[src/lkdsm_pkg.sv]
// Package for the LED/key driver serial master.
// Holds the request and result payload types, the sequencer and frame stage
// enums, the command codes and the command byte constants. No dependencies.
package lkdsm_pkg;

  localparam int CLEAR_BYTES_DEF = 16;
  localparam int KEY_BYTES_DEF   = 4;

  localparam int CFG_IDX_W  = 2;
  localparam int CFG_DATA_W = 8;

  localparam logic [CFG_IDX_W-1:0] CFG_DISPLAY_ON = 2'd0;
  localparam logic [CFG_IDX_W-1:0] CFG_BRIGHTNESS = 2'd1;

  localparam logic [2:0] FUNC_TICK  = 3'd0;
  localparam logic [2:0] FUNC_INIT  = 3'd1;
  localparam logic [2:0] FUNC_SETUP = 3'd2;
  localparam logic [2:0] FUNC_WRITE = 3'd3;
  localparam logic [2:0] FUNC_READ  = 3'd4;

  localparam logic [7:0] CMD_DATA_AUTO  = 8'h40;
  localparam logic [7:0] CMD_DATA_FIXED = 8'h44;
  localparam logic [7:0] CMD_DATA_READ  = 8'h42;
  localparam logic [7:0] CMD_ADDR       = 8'hC0;
  localparam logic [7:0] CMD_DISPLAY    = 8'h80;
  localparam logic [7:0] BYTE_CLEAR     = 8'h00;

  typedef enum logic [3:0] {
    PH_IDLE  = 4'd0,
    PH_INIT0 = 4'd1,
    PH_INIT1 = 4'd2,
    PH_INIT2 = 4'd3,
    PH_SETUP = 4'd4,
    PH_WR0   = 4'd5,
    PH_WR1   = 4'd6,
    PH_RD    = 4'd7
  } phase_t;

  typedef enum logic [1:0] {
    ST_START = 2'd0,
    ST_BITS  = 2'd1,
    ST_END   = 2'd2
  } stage_t;

  typedef struct packed {
    logic [2:0] func;
    logic [3:0] addr;
    logic [7:0] data;
    logic       dio_in;
  } req_t;

  typedef struct packed {
    logic       stb;
    logic       clk_res;
    logic       dio_out;
    logic       dio_drive;
    logic       busy_res;
    logic [7:0] keys;
    logic       keys_valid;
  } res_t;

  typedef struct packed {
    logic stb;
    logic clk;
    logic dout;
    logic drive;
  } pins_t;

  // Byte to send for a frame; first selects the command byte of the frame.
  function automatic logic [7:0] frame_byte(input phase_t ph, input logic first,
                                            input logic [7:0] ctrl,
                                            input logic [3:0] addr,
                                            input logic [7:0] data);
    logic [7:0] b;
    b = BYTE_CLEAR;
    case (ph)
      PH_INIT0: b = CMD_DATA_AUTO;
      PH_INIT1: b = ctrl;
      PH_SETUP: b = ctrl;
      PH_INIT2: b = first ? CMD_ADDR : BYTE_CLEAR;
      PH_WR0:   b = CMD_DATA_FIXED;
      PH_WR1:   b = first ? (CMD_ADDR | {4'd0, addr}) : data;
      PH_RD:    b = first ? CMD_DATA_READ : BYTE_CLEAR;
      default:  b = BYTE_CLEAR;
    endcase
    return b;
  endfunction

endpackage

[src/led_key_driver_serial_master.sv]
// An accepted request's result appears in the output register in the next cycle.
// Throughput: one request per cycle; the only stage is the sequencer state plus
// the output register, which keeps taking requests while a result waits unless stalled.
// Reset (synchronous, rst high): sequencer idle, strobe and clock high, data driven low,
// keys cleared, display_on 1, brightness 7, output register empty.
// Depends on lkdsm_pkg.
module led_key_driver_serial_master #(
  parameter int CLEAR_BYTES = lkdsm_pkg::CLEAR_BYTES_DEF,
  parameter int KEY_BYTES   = lkdsm_pkg::KEY_BYTES_DEF
) (
  input  logic                           clk,
  input  logic                           rst,
  input  logic                           in_valid,
  output logic                           in_stall,
  input  lkdsm_pkg::req_t                in_data,
  output logic                           out_valid,
  input  logic                           out_stall,
  output lkdsm_pkg::res_t                out_data,
  input  logic                           cfg_we,
  input  logic [lkdsm_pkg::CFG_IDX_W-1:0]  cfg_index,
  input  logic [lkdsm_pkg::CFG_DATA_W-1:0] cfg_wdata
);

  logic                display_on;
  logic [7:0]          brightness;

  lkdsm_pkg::phase_t   phase, phase_next;
  lkdsm_pkg::stage_t   stage, stage_next;
  logic [4:0]          byte_count, byte_count_next;
  logic [2:0]          bit_count, bit_count_next;
  logic                half_bit, half_bit_next;
  logic [7:0]          tx_shift, tx_shift_next;
  logic [7:0]          rx_shift, rx_shift_next;
  logic [7:0]          key_acc, key_acc_next;
  logic [7:0]          keys_held, keys_held_next;
  logic [3:0]          lat_addr, lat_addr_next;
  logic [7:0]          lat_data, lat_data_next;
  lkdsm_pkg::pins_t    pins, pins_next;

  logic                in_accept;
  logic                busy;
  logic                kvalid;
  logic                reading;
  logic [7:0]          ctrl_byte;
  logic [4:0]          frame_len;
  logic [4:0]          byte_inc;
  logic [2:0]          bit_inc;
  logic [2:0]          key_shift;
  logic [7:0]          rx_sampled;

  assign in_stall  = out_valid && out_stall;
  assign in_accept = in_valid && !in_stall;

  assign ctrl_byte = lkdsm_pkg::CMD_DISPLAY | {4'd0, display_on, 3'd0}
                   | {5'd0, (brightness > 8'd7) ? 3'd7 : brightness[2:0]};

  always_ff @(posedge clk) begin
    if (rst) begin
      display_on <= 1'b1;
      brightness <= 8'd7;
    end else if (cfg_we) begin
      case (cfg_index)
        lkdsm_pkg::CFG_DISPLAY_ON: display_on <= cfg_wdata[0];
        lkdsm_pkg::CFG_BRIGHTNESS: brightness <= cfg_wdata;
        default: ;
      endcase
    end
  end

  always_comb begin
    phase_next      = phase;
    lat_addr_next   = lat_addr;
    lat_data_next   = lat_data;
    key_acc_next    = key_acc;

    // A command starts only from idle; unused codes behave as a plain tick.
    if (phase == lkdsm_pkg::PH_IDLE) begin
      case (in_data.func)
        lkdsm_pkg::FUNC_INIT:  phase_next = lkdsm_pkg::PH_INIT0;
        lkdsm_pkg::FUNC_SETUP: phase_next = lkdsm_pkg::PH_SETUP;
        lkdsm_pkg::FUNC_WRITE: phase_next = lkdsm_pkg::PH_WR0;
        lkdsm_pkg::FUNC_READ:  phase_next = lkdsm_pkg::PH_RD;
        default:               phase_next = lkdsm_pkg::PH_IDLE;
      endcase
      if (phase_next != lkdsm_pkg::PH_IDLE) begin
        lat_addr_next = in_data.addr;
        lat_data_next = in_data.data;
      end
      if (phase_next == lkdsm_pkg::PH_RD) begin
        key_acc_next = 8'd0;
      end
    end

    case (phase_next)
      lkdsm_pkg::PH_INIT2: frame_len = 5'(CLEAR_BYTES + 1);
      lkdsm_pkg::PH_WR1:   frame_len = 5'd2;
      lkdsm_pkg::PH_RD:    frame_len = 5'(KEY_BYTES + 1);
      default:             frame_len = 5'd1;
    endcase

    reading    = (phase_next == lkdsm_pkg::PH_RD) && (byte_count != 5'd0);
    byte_inc   = byte_count + 5'd1;
    bit_inc    = bit_count + 3'd1;
    key_shift  = 3'(byte_count - 5'd1);
    rx_sampled = {in_data.dio_in, rx_shift[7:1]};

    stage_next      = stage;
    byte_count_next = byte_count;
    bit_count_next  = bit_count;
    half_bit_next   = half_bit;
    tx_shift_next   = tx_shift;
    rx_shift_next   = rx_shift;
    keys_held_next  = keys_held;
    pins_next       = pins;
    busy            = 1'b0;
    kvalid          = 1'b0;

    if (phase_next != lkdsm_pkg::PH_IDLE) begin
      busy = 1'b1;
      case (stage)
        lkdsm_pkg::ST_START: begin
          pins_next       = '{stb: 1'b0, clk: 1'b1, dout: pins.dout, drive: 1'b1};
          byte_count_next = 5'd0;
          bit_count_next  = 3'd0;
          half_bit_next   = 1'b0;
          tx_shift_next   = lkdsm_pkg::frame_byte(phase_next, 1'b1, ctrl_byte,
                                                  lat_addr_next, lat_data_next);
          rx_shift_next   = 8'd0;
          stage_next      = lkdsm_pkg::ST_BITS;
        end
        lkdsm_pkg::ST_BITS: begin
          if (!half_bit) begin
            if (reading) begin
              pins_next = '{stb: 1'b0, clk: 1'b0, dout: 1'b0, drive: 1'b0};
            end else begin
              pins_next = '{stb: 1'b0, clk: 1'b0, dout: tx_shift[0], drive: 1'b1};
            end
            half_bit_next = 1'b1;
          end else begin
            pins_next.clk  = 1'b1;
            half_bit_next  = 1'b0;
            bit_count_next = bit_inc;
            if (reading) begin
              rx_shift_next = rx_sampled;
            end else begin
              tx_shift_next = {1'b0, tx_shift[7:1]};
            end
            if (bit_inc == 3'd0) begin
              if (reading) begin
                key_acc_next = key_acc | (rx_sampled << key_shift);
              end
              byte_count_next = byte_inc;
              if (byte_inc >= frame_len) begin
                stage_next = lkdsm_pkg::ST_END;
              end else begin
                tx_shift_next = lkdsm_pkg::frame_byte(phase_next, 1'b0, ctrl_byte,
                                                      lat_addr_next, lat_data_next);
                rx_shift_next = 8'd0;
              end
            end
          end
        end
        default: begin
          // After a read the data line is driven low again.
          if (phase_next == lkdsm_pkg::PH_RD) begin
            pins_next      = '{stb: 1'b1, clk: 1'b1, dout: 1'b0, drive: 1'b1};
            keys_held_next = key_acc;
            kvalid         = 1'b1;
          end else begin
            pins_next = '{stb: 1'b1, clk: 1'b1, dout: pins.dout, drive: 1'b1};
          end
          stage_next = lkdsm_pkg::ST_START;
          case (phase_next)
            lkdsm_pkg::PH_INIT0: phase_next = lkdsm_pkg::PH_INIT1;
            lkdsm_pkg::PH_INIT1: phase_next = lkdsm_pkg::PH_INIT2;
            lkdsm_pkg::PH_WR0:   phase_next = lkdsm_pkg::PH_WR1;
            default:             phase_next = lkdsm_pkg::PH_IDLE;
          endcase
        end
      endcase
    end
  end

  always_ff @(posedge clk) begin
    if (rst) begin
      phase      <= lkdsm_pkg::PH_IDLE;
      stage      <= lkdsm_pkg::ST_START;
      byte_count <= 5'd0;
      bit_count  <= 3'd0;
      half_bit   <= 1'b0;
      tx_shift   <= 8'd0;
      rx_shift   <= 8'd0;
      key_acc    <= 8'd0;
      keys_held  <= 8'd0;
      lat_addr   <= 4'd0;
      lat_data   <= 8'd0;
      pins       <= '{stb: 1'b1, clk: 1'b1, dout: 1'b0, drive: 1'b1};
    end else if (in_accept) begin
      phase      <= phase_next;
      stage      <= stage_next;
      byte_count <= byte_count_next;
      bit_count  <= bit_count_next;
      half_bit   <= half_bit_next;
      tx_shift   <= tx_shift_next;
      rx_shift   <= rx_shift_next;
      key_acc    <= key_acc_next;
      keys_held  <= keys_held_next;
      lat_addr   <= lat_addr_next;
      lat_data   <= lat_data_next;
      pins       <= pins_next;
    end
  end

  always_ff @(posedge clk) begin
    if (rst) begin
      out_valid <= 1'b0;
    end else if (in_accept) begin
      out_valid <= 1'b1;
    end else if (!out_stall) begin
      out_valid <= 1'b0;
    end
  end

  always_ff @(posedge clk) begin
    if (in_accept) begin
      out_data <= '{stb: pins_next.stb, clk_res: pins_next.clk,
                    dio_out: pins_next.dout, dio_drive: pins_next.drive,
                    busy_res: busy, keys: keys_held_next, keys_valid: kvalid};
    end
  end

  // A completed key read always ends on a strobe-high tick with the data pin driven.
  a_keys_end: assert property (@(posedge clk) disable iff (rst)
    out_valid && out_data.keys_valid |-> out_data.stb && out_data.dio_drive)
    else $error("key result without frame end");

  // Outside a command the strobe and clock rest high.
  a_idle_pins: assert property (@(posedge clk) disable iff (rst)
    out_valid && !out_data.busy_res |-> out_data.stb && out_data.clk_res)
    else $error("idle tick with strobe or clock low");

  // The data line is only released inside a command.
  a_release: assert property (@(posedge clk) disable iff (rst)
    out_valid && !out_data.dio_drive |-> out_data.busy_res && !out_data.stb)
    else $error("data line released outside a frame");

  // The sequencer always rests in the frame start stage.
  a_idle_stage: assert property (@(posedge clk) disable iff (rst)
    phase == lkdsm_pkg::PH_IDLE |-> stage == lkdsm_pkg::ST_START)
    else $error("idle sequencer not at frame start");

endmodule
[config.mk]
export PLATFORM = sky130hd
export DESIGN_NAME = led_key_driver_serial_master
export DESIGN_NICKNAME = d
export VERILOG_FILES = /design/src/lkdsm_pkg.sv /design/src/led_key_driver_serial_master.sv
export SDC_FILE = /design/constraint.sdc
export NUM_CORES = 1
export LEC_CHECK = 0
export BUFFER_PORTS_ARGS = -buffer_cell sky130_fd_sc_hd__buf_4
export CAP_MARGIN = 10
export CORE_UTILIZATION = 40
export DETAILED_ROUTE_END_ITERATION = 12
export HOLD_SLACK_MARGIN = 0.03
export PLACE_DENSITY = 0.61
export SLEW_MARGIN = 5
export SYNTH_ARGS = -nofsm -noshare
export SYNTH_HDL_FRONTEND = slang
export SYNTH_SLANG_ARGS = --single-unit
[constraint.sdc]
create_clock -name clk -period 5.13 [get_ports clk]
set_clock_uncertainty 0.05 [all_clocks]
set_input_delay 1.539 -clock clk [delete_from_list [all_inputs] [get_ports clk]]
set_output_delay 1.539 -clock clk [all_outputs]
set_load 0.005 [all_outputs]
* Word level (Yosys, flattened, before mapping)
Index checks and enable logic that the tools add are counted.
Storage, ports and cells: output and inout bits 16, input port bits 31, bits in registers 87, word-level logic and storage cells 129
Cells by class: reductions and logical operators 21, shift operators 1, bitwise operators 3, muxes and demuxes 56, add/subtract/negate cells 3, eq/ne operators 18, $lt $le $gt $ge 2
Operators with widths (count):
- 8-bit two-way mux | 20
- 8-bit one-hot mux with 6 select lines | 1
- 8-bit one-hot mux with 2 select lines | 2
- 8-bit one-hot mux with 4 select lines | 1
- 4-bit two-way mux | 7
- 4-bit by 3-bit equality test with 1-bit output, second input constant | 5
- 5-bit one-hot mux with 3 select lines | 1
- 2-bit two-way mux | 6
- 3-bit one-hot mux with 4 select lines | 1
- 5-bit two-way mux | 2
- 5-bit one-hot mux with 2 select lines | 1
- 5-bit AND reduction | 2
- 3-bit one-hot mux with 3 select lines | 1
- 4-bit by 2-bit equality test with 1-bit output, second input constant | 2
- 8-bit by 3-bit > comparator with 1-bit output, second input constant | 1
- 8-bit by 3-bit OR with 8-bit output | 1
- 8-bit OR | 1
- 4-bit one-hot mux with 2 select lines | 1
- 4-bit nonzero test | 2
- 8-bit by 3-bit << shifter with 8-bit output | 1
- 1-bit two-way mux | 7
- 3-bit by 2-bit equality test with 1-bit output, second input constant | 2
- 3-bit two-way mux | 2
- 2-bit inequality test, second input constant | 3
- 25 further kinds | 31

* Logic depth before layout (Yosys ltp)
Gate-level depths: netlist of the first run.
depth in word-level cells 11, gate-level depth with buffers 13, depth with buffers taken out 10

* Least setup slack after synthesis of the first run
No wires, ideal clock.
path type input to register, start input in_data[13] in the netlist's numbering, end register tx_shift[6], data required time 4.960 ns, setup time 0.120 ns, path slack 1.326 ns, stages 10, buffers on the path 1, data arrival time 3.635 ns, path through nor3b_4 > a32o_2 > inv_2 > ha_1 > or3b_2 > o32a_1 > buf_2 > o21ai_0 > a21oi_1 > o31a_1
On the way: word-level cells in the longest chain between the ends 11, elaborated cells between the ends (all ways) 30, classes of those cells order compare: 1; eq/ne: 11; mux: 13; reduce/logical: 5
RTL lines:
- from (decl) | line led_key_driver_serial_master.sv:15 | input lkdsm_pkg::req_t in_data,
- 3-bit equality test, or another cell as far along | line led_key_driver_serial_master.sv:78 | case (in_data.func)
- 3-bit one-hot mux with 4 select lines * | line led_key_driver_serial_master.sv:78
- 4-bit two-way mux * | line led_key_driver_serial_master.sv:77 | if (phase == lkdsm_pkg::PH_IDLE) begin
- 4-bit two-way mux or 4-bit nonzero test (tied branches) | line led_key_driver_serial_master.sv:77, led_key_driver_serial_master.sv:85
- 4-bit by 3-bit equality test with 1-bit output, or another cell as far along | line lkdsm_pkg.sv:76, led_key_driver_serial_master.sv:94, led_key_driver_serial_master.sv:101
- 5-bit one-hot mux with 3 select lines, or another cell as far along | line led_key_driver_serial_master.sv:94 | case (phase_next)
- 5-bit >= comparator, or another cell as far along | line led_key_driver_serial_master.sv:153 | if (byte_inc >= frame_len) begin
- 8-bit two-way mux | line led_key_driver_serial_master.sv:153
- 8-bit two-way mux | line led_key_driver_serial_master.sv:148 | if (bit_inc == 3'd0) begin
- 8-bit two-way mux | line led_key_driver_serial_master.sv:132 | if (!half_bit) begin
- 8-bit one-hot mux with 2 select lines | line led_key_driver_serial_master.sv:120 | case (stage)
- to (signal assigned) | line led_key_driver_serial_master.sv:204 | tx_shift <= tx_shift_next;
- to (decl) | line led_key_driver_serial_master.sv:32 | logic [7:0] tx_shift, tx_shift_next;
Every way passes the cells marked *; elsewhere a longest branch is shown, timed or not. The select of a mux whose other input is x is not followed. A chain may end at the register's enable or synchronous reset.

* Final worst setup path of the first run
start input in_data[13] in the netlist's numbering, end register tx_shift[4]
Same word-level chain as after synthesis.

==> results.sh, run 1 <==
export IMPL_synth_async_reset_ratio=0
export IMPL_core_um2=10400
export IMPL_die_w_um=106
export IMPL_wl_per_cell_um=14.4
export IMPL_finalCriticalPeriod_ns=3.79
export IMPL_drt_iter0_drc=174
export IMPL_grt_max_degree=62
export IMPL_synthTopCellsByCount="dfxtp_1 (72), nand2_1 (71), nor2_1 (62)"
export IMPL_grt_pass1_vias=3342
export IMPL_grt_usage=0.183
export IMPL_pre_cts_ws_ns=0.969
export IMPL_routed_wl_um=9620
export IMPL_r2r_slack_ns=1.65
export IMPL_p_leak_nw=2.02
export IMPL_post_cts_buffers=0
export IMPL_mappedNetlistNets=536
export IMPL_place_area_um2=4750
export IMPL_synthDistinctLibCells=66
export IMPL_final_cell_area_um2=4920
export IMPL_htreeDepth=3
export IMPL_synth_top_area_frac=0.333
export IMPL_io_buffer_count=46
export IMPL_totalPowerFinal_mw=1.36
export IMPL_ys_flop_type="dfxtp_1"
export IMPL_netlist_instances=496
export IMPL_yosysWarnings=0
export IMPL_clk_pin_slew_ns=0.08
export IMPL_min_path_cells=1
export IMPL_endpoint_kind="flip-flop"
export IMPL_nets=569
export IMPL_clock_sinks=86
export IMPL_status="complete, no violations"
export IMPL_finalMaxSlewViolations=0
export IMPL_antennaDiodeCount=0
export IMPL_hold_violations=0
export IMPL_powerDensity_nw_per_um2=276
export IMPL_yosysTopAreaCell="dfxtp_1"
export IMPL_synth_enable_flop_cells=14
export IMPL_reg2regPathDepth=11
export IMPL_fin_crit_sh=0.739
export IMPL_final_setup_viol_count=0
export IMPL_timing_fmax_ghz=0.264
export IMPL_worst_pin_slew_ns=1.16
export IMPL_ant_nets=0
export IMPL_setup_tns_ns=0
export IMPL_worstSetupStartpointType="input port"
export IMPL_synth_avg_cell_area_um2=8.73
export IMPL_antenna_found_initial=0
export IMPL_cts_tree="yes"
export IMPL_die_h_um=106
export IMPL_hold_buffers=0
export IMPL_seq_area_frac_synth=0.430
export IMPL_area_growth_pct=13.6
export IMPL_fin_util=0.472
export IMPL_final_cells=670
export IMPL_hp_class="reg2reg"
export IMPL_crit_fanout=12
export IMPL_layout_setup_ws_ns=1.34
export IMPL_clock_path_buffers=2
export IMPL_die_area_um2=11200
export IMPL_grt_ovfl_total=0
export IMPL_initial_core_util=0.416
export IMPL_clock_root_buffer="clkbuf_8"
export IMPL_place_inst=654
export IMPL_arrival_ns=4.01
export IMPL_netlist_area_um2=4330
export IMPL_cts_buffers=9
export IMPL_rsz0062_at_grt="false"
export IMPL_vias_per_cell=5.42
export IMPL_drt_pass1_iterations=4
export IMPL_drc=0
export IMPL_relSlewSlack=0.218
export IMPL_whs_ns=0.412
export IMPL_crit_type="in2reg"
export IMPL_yosysMostFrequentCell="dfxtp_1"
export IMPL_cp_required_ns=5.34
export IMPL_grt_pass1_wl_um=16100
export IMPL_num_io_pins=47
export IMPL_place_gp_congestion=0.837
export IMPL_maxCapViolCount=0
export IMPL_clock_latency_ns=0.37
export IMPL_cts_resized=0
export IMPL_num_rows=37
export IMPL_ys_seq_elements=86
export IMPL_synth_area_leaders="dfxtp_1 (33%), edfxtp_1 (9.7%), mux2i_1 (6.7%), nand2_1 (6.2%), nor2_1 (5.4%)"
export IMPL_hpwl_um=6770
export IMPL_vias=3631
export IMPL_vdd_ir_drop_max_uv=137
export IMPL_drive_gt1_frac=0.169
export IMPL_fill_cells=1021
-- sequential cells by signal, indices dropped and copies added, names as in the netlist, 2 cells and up --
name        cells
byte_count      5
key_acc         8
tx_shift        8
rx_shift        7
lat_data        8
stage           2
keys_held       8
phase           4
lat_addr        4
brightness      8
out_data       14
bit_count       3
pins            4
-- final cells by class --
cell class	count	area, um2	area share
Multi-Input combinational cell	367	2290	0.466
Inverter	17	63.8	0.0130
Sequential cell	86	1860	0.379
Clock inverter	5	36.3	0.00738
Clock buffer	11	131	0.0267
Tap cell	136	170	0.0346
Timing Repair Buffer	48	360	0.0733
-- placed cells by master (no fill, tap or decap), types with 3 or more instances in the layout --
| cell type | instances |
|---|---|
| inv_2 | 4 |
| o2bb2ai_1 | 3 |
| inv_1 | 13 |
| ha_1 | 9 |
| nand4_1 | 4 |
| dfxtp_1 | 72 |
| or2_2 | 3 |
| a22oi_1 | 3 |
| nand2_1 | 71 |
| nand2b_1 | 5 |
| nor3b_1 | 4 |
| nand3b_1 | 3 |
| mux4_2 | 3 |
| nand3_1 | 11 |
| clkinv_4 | 3 |
| nor2_1 | 62 |
| buf_4 | 48 |
| and3_1 | 3 |
| a211o_1 | 4 |
| a2bb2oi_1 | 3 |
| mux2_2 | 7 |
| xnor2_1 | 3 |
| clkbuf_8 | 9 |
| edfxtp_1 | 14 |
| a211oi_1 | 9 |
| o21a_1 | 6 |
| nor3_1 | 15 |
| nor2b_1 | 7 |
| mux2i_1 | 29 |
| o21ai_0 | 19 |
| a31oi_1 | 4 |
| a21oi_1 | 38 |
-- routing by layer --
metal  share of wire  track usage  routed length [um]  vias up
met5               0            0                   0        -
met4           0.015       0.0734                 147        0
met3           0.043       0.0368                 413       11
met2            0.44        0.275                4200       87
met1            0.51        0.255                4860     1703
li1                -            -                   -     1830
-- logic make-up (layout without fill, tap and decap cells) --
kind of cell,after synthesis,count (layout),synth area share
compound gates,115,115,0.177
xor+xnor,4,4,0.00809
fa+ha+maj,9,9,0.0260
buf+inv,43,81,0.0405
flops,86,86,0.430
mux,39,39,0.101
simple gates,200,200,0.217
-- report_power, final --
group / internal, mW / switching [mW]
sequential: 0.712 / 0.0246
clock: 0.177 / 0.249
combinational: 0.0850 / 0.112
-- critical path, cell delays in order --
cell     delay (ns)
buf_4          0.14
nor3b_4        0.34
a32o_2         0.24
inv_2          0.06
ha_1           0.20
or3b_2         0.46
o32a_1         0.44
and3_1         0.24
o21ai_0        0.11
a21bo_2        0.22
-- worst paths after layout --
kind | startpoint | to
setup / recovery | in_data[13] | tx_shift[4]
hold / removal | brightness[0] | brightness[0]
setup reg to reg | phase[2] | tx_shift[3]
hold reg to reg | brightness[0] | brightness[0]
No activity file was read; power rests on OpenSTA's default activity.
==> inputs of run 2 (changes only) <==
==> constraint.sdc (replaced) <==
create_clock -name clk -period 3.85 [get_ports clk]
set_clock_uncertainty 0.05 [all_clocks]
set_input_delay 1.155 -clock clk [delete_from_list [all_inputs] [get_ports clk]]
set_output_delay 1.155 -clock clk [all_outputs]
set_load 0.005 [all_outputs]
==> run 2 against run 1 <==
Global-route usage shrank 0.31 points. Sequential cell count did not move. First-iteration DRC count fell by 1.7%. Clock power is 56% higher. Critical path type unchanged.
==> results.sh, run 2 (same netlist as run 1, synthesis figures left out) <==
export IMPL_seq_power_share=0.511
export IMPL_comb_power_share=0.141
export IMPL_routed_wl_um=9560
export IMPL_setup_tns_ns=0
export IMPL_timing_fmax_ghz=0.308
export IMPL_initial_core_util=0.416
export IMPL_finalCriticalPeriod_ns=3.25
export IMPL_hold_buffers=0
export IMPL_hold_violations=0
export IMPL_totalPowerFinal_mw=1.92
export IMPL_grt_usage=0.180
export IMPL_p_int_mw=1.38
export IMPL_final_setup_viol_count=0
export IMPL_endpoint_kind="flip-flop"
export IMPL_antennaDiodeCount=0
export IMPL_place_gp_congestion=0.820
export IMPL_clock_sinks=86
export IMPL_area_growth_pct=15.8
export IMPL_nets=577
export IMPL_grt_pass1_wl_um=16200
export IMPL_cts_buffers=9
export IMPL_drc=0
export IMPL_clock_path_buffers=2
export IMPL_layout_setup_ws_ns=0.600
export IMPL_cts_tree="yes"
export IMPL_grt_pass1_vias=3267
export IMPL_layout_commonest_cell="dfxtp_1"
export IMPL_ant_nets=0
export IMPL_layout_common_cells="dfxtp_1 (72), nand2_1 (71), nor2_1 (62)"
export IMPL_vdd_ir_drop_max_uv=198
export IMPL_cts_resized=0
export IMPL_clk_pin_slew_ns=0.09
export IMPL_drt_pass1_iterations=5
export IMPL_largest_register_ffs=14
export IMPL_whs_ns=0.419
export IMPL_arrival_ns=3.47
export IMPL_hp_class="reg2reg"
export IMPL_drive_gt1_frac=0.183
export IMPL_min_path_cells=1
export IMPL_io_buffer_count=46
export IMPL_drt_iter0_drc=171
export IMPL_p_leak_nw=2.08
export IMPL_cp_required_ns=4.07
export IMPL_p_switching_mw=0.538
export IMPL_reg2regPathDepth=11
export IMPL_drt_met1_wl_um=4760
export IMPL_hpwl_um=6870
export IMPL_crit_fanout=12
export IMPL_sw_frac_of_total=0.281
export IMPL_worst_pin_slew_ns=0.749
export IMPL_relSlewSlack=0.496
export IMPL_htreeDepth=3
export IMPL_grt_max_degree=62
export IMPL_vias_per_cell=5.32
export IMPL_met2RoutedLength_um=4250
export IMPL_num_rows=37
export IMPL_clock_latency_ns=0.37
export IMPL_vias=3606
export IMPL_fin_crit_sh=0.844
export IMPL_worstSetupStartpointType="input port"
export IMPL_antenna_found_initial=0
export IMPL_num_io_pins=47
export IMPL_pre_cts_ws_ns=0.228
export IMPL_place_inst=662
export IMPL_post_cts_buffers=0
export IMPL_final_cell_area_um2=5010
export IMPL_grt_ovfl_total=0
export IMPL_powerDensity_nw_per_um2=382
export IMPL_core_um2=10400
export IMPL_wl_met3_um=438
export IMPL_die_h_um=106
export IMPL_status="complete, no violations"
export IMPL_clock_root_buffer="clkbuf_8"
export IMPL_fin_util=0.481
export IMPL_place_area_um2=4810
export IMPL_pwr_share_clk=0.348
export IMPL_largest_register="out_data"
export IMPL_routed_top_layer="met4"
export IMPL_rsz0062_at_grt="false"
export IMPL_maxCapViolCount=0
export IMPL_wl_per_cell_um=14.1
export IMPL_die_w_um=106
export IMPL_finalMaxSlewViolations=0
export IMPL_crit_type="in2reg"
export IMPL_die_area_um2=11200
export IMPL_final_cells=678
-- run 2: layer usage --
layer,global-route usage,vias to the layer above
li1,-,1849
met1,0.255,1652
met2,0.275,92
met3,0.0331,13
met4,0.0575,0
met5,0,-
-- run 2: final cells by class --
cell class / count / area [um2]
clock buffers: 9 / 124
multi-input cells: 367 / 2290
clock inverters: 7 / 80.1
well taps: 136 / 170
inverters: 17 / 63.8
repair buffers: 56 / 420
fillers: 1015 / 5400
flip-flops and latches: 86 / 1860
-- run 2: power by group through the flow --
stage | Combinational (mW) | Sequential (mW) | Clock, mW
6_report | 0.271 | 0.979 | 0.666
5_1_grt | 0.301 | 0.984 | 0.716
4_1_cts | 0.271 | 0.979 | 0.684
3_5_place_dp | 0.270 | 0.999 | 0
3_3_place_gp | 0.267 | 0.999 | 0
2_1_floorplan | 0.185 | 0.987 | 0
-- run 2: worst paths after layout --
path,slack [ns],from,end
min,0.42,brightness[0],brightness[0]
min reg2reg,0.42,brightness[0],brightness[0]
max reg2reg,0.79,phase[1],tx_shift[4]
max,0.60,in_data[13],tx_shift[4]
-- run 2: critical path: stages --
cell	delay [ns]
buf_4	0.14
nor3b_4	0.21
a32o_2	0.21
inv_2	0.06
ha_1	0.21
or3b_2	0.46
o32a_1	0.44
and3_1	0.24
o21ai_0	0.12
a21bo_2	0.22
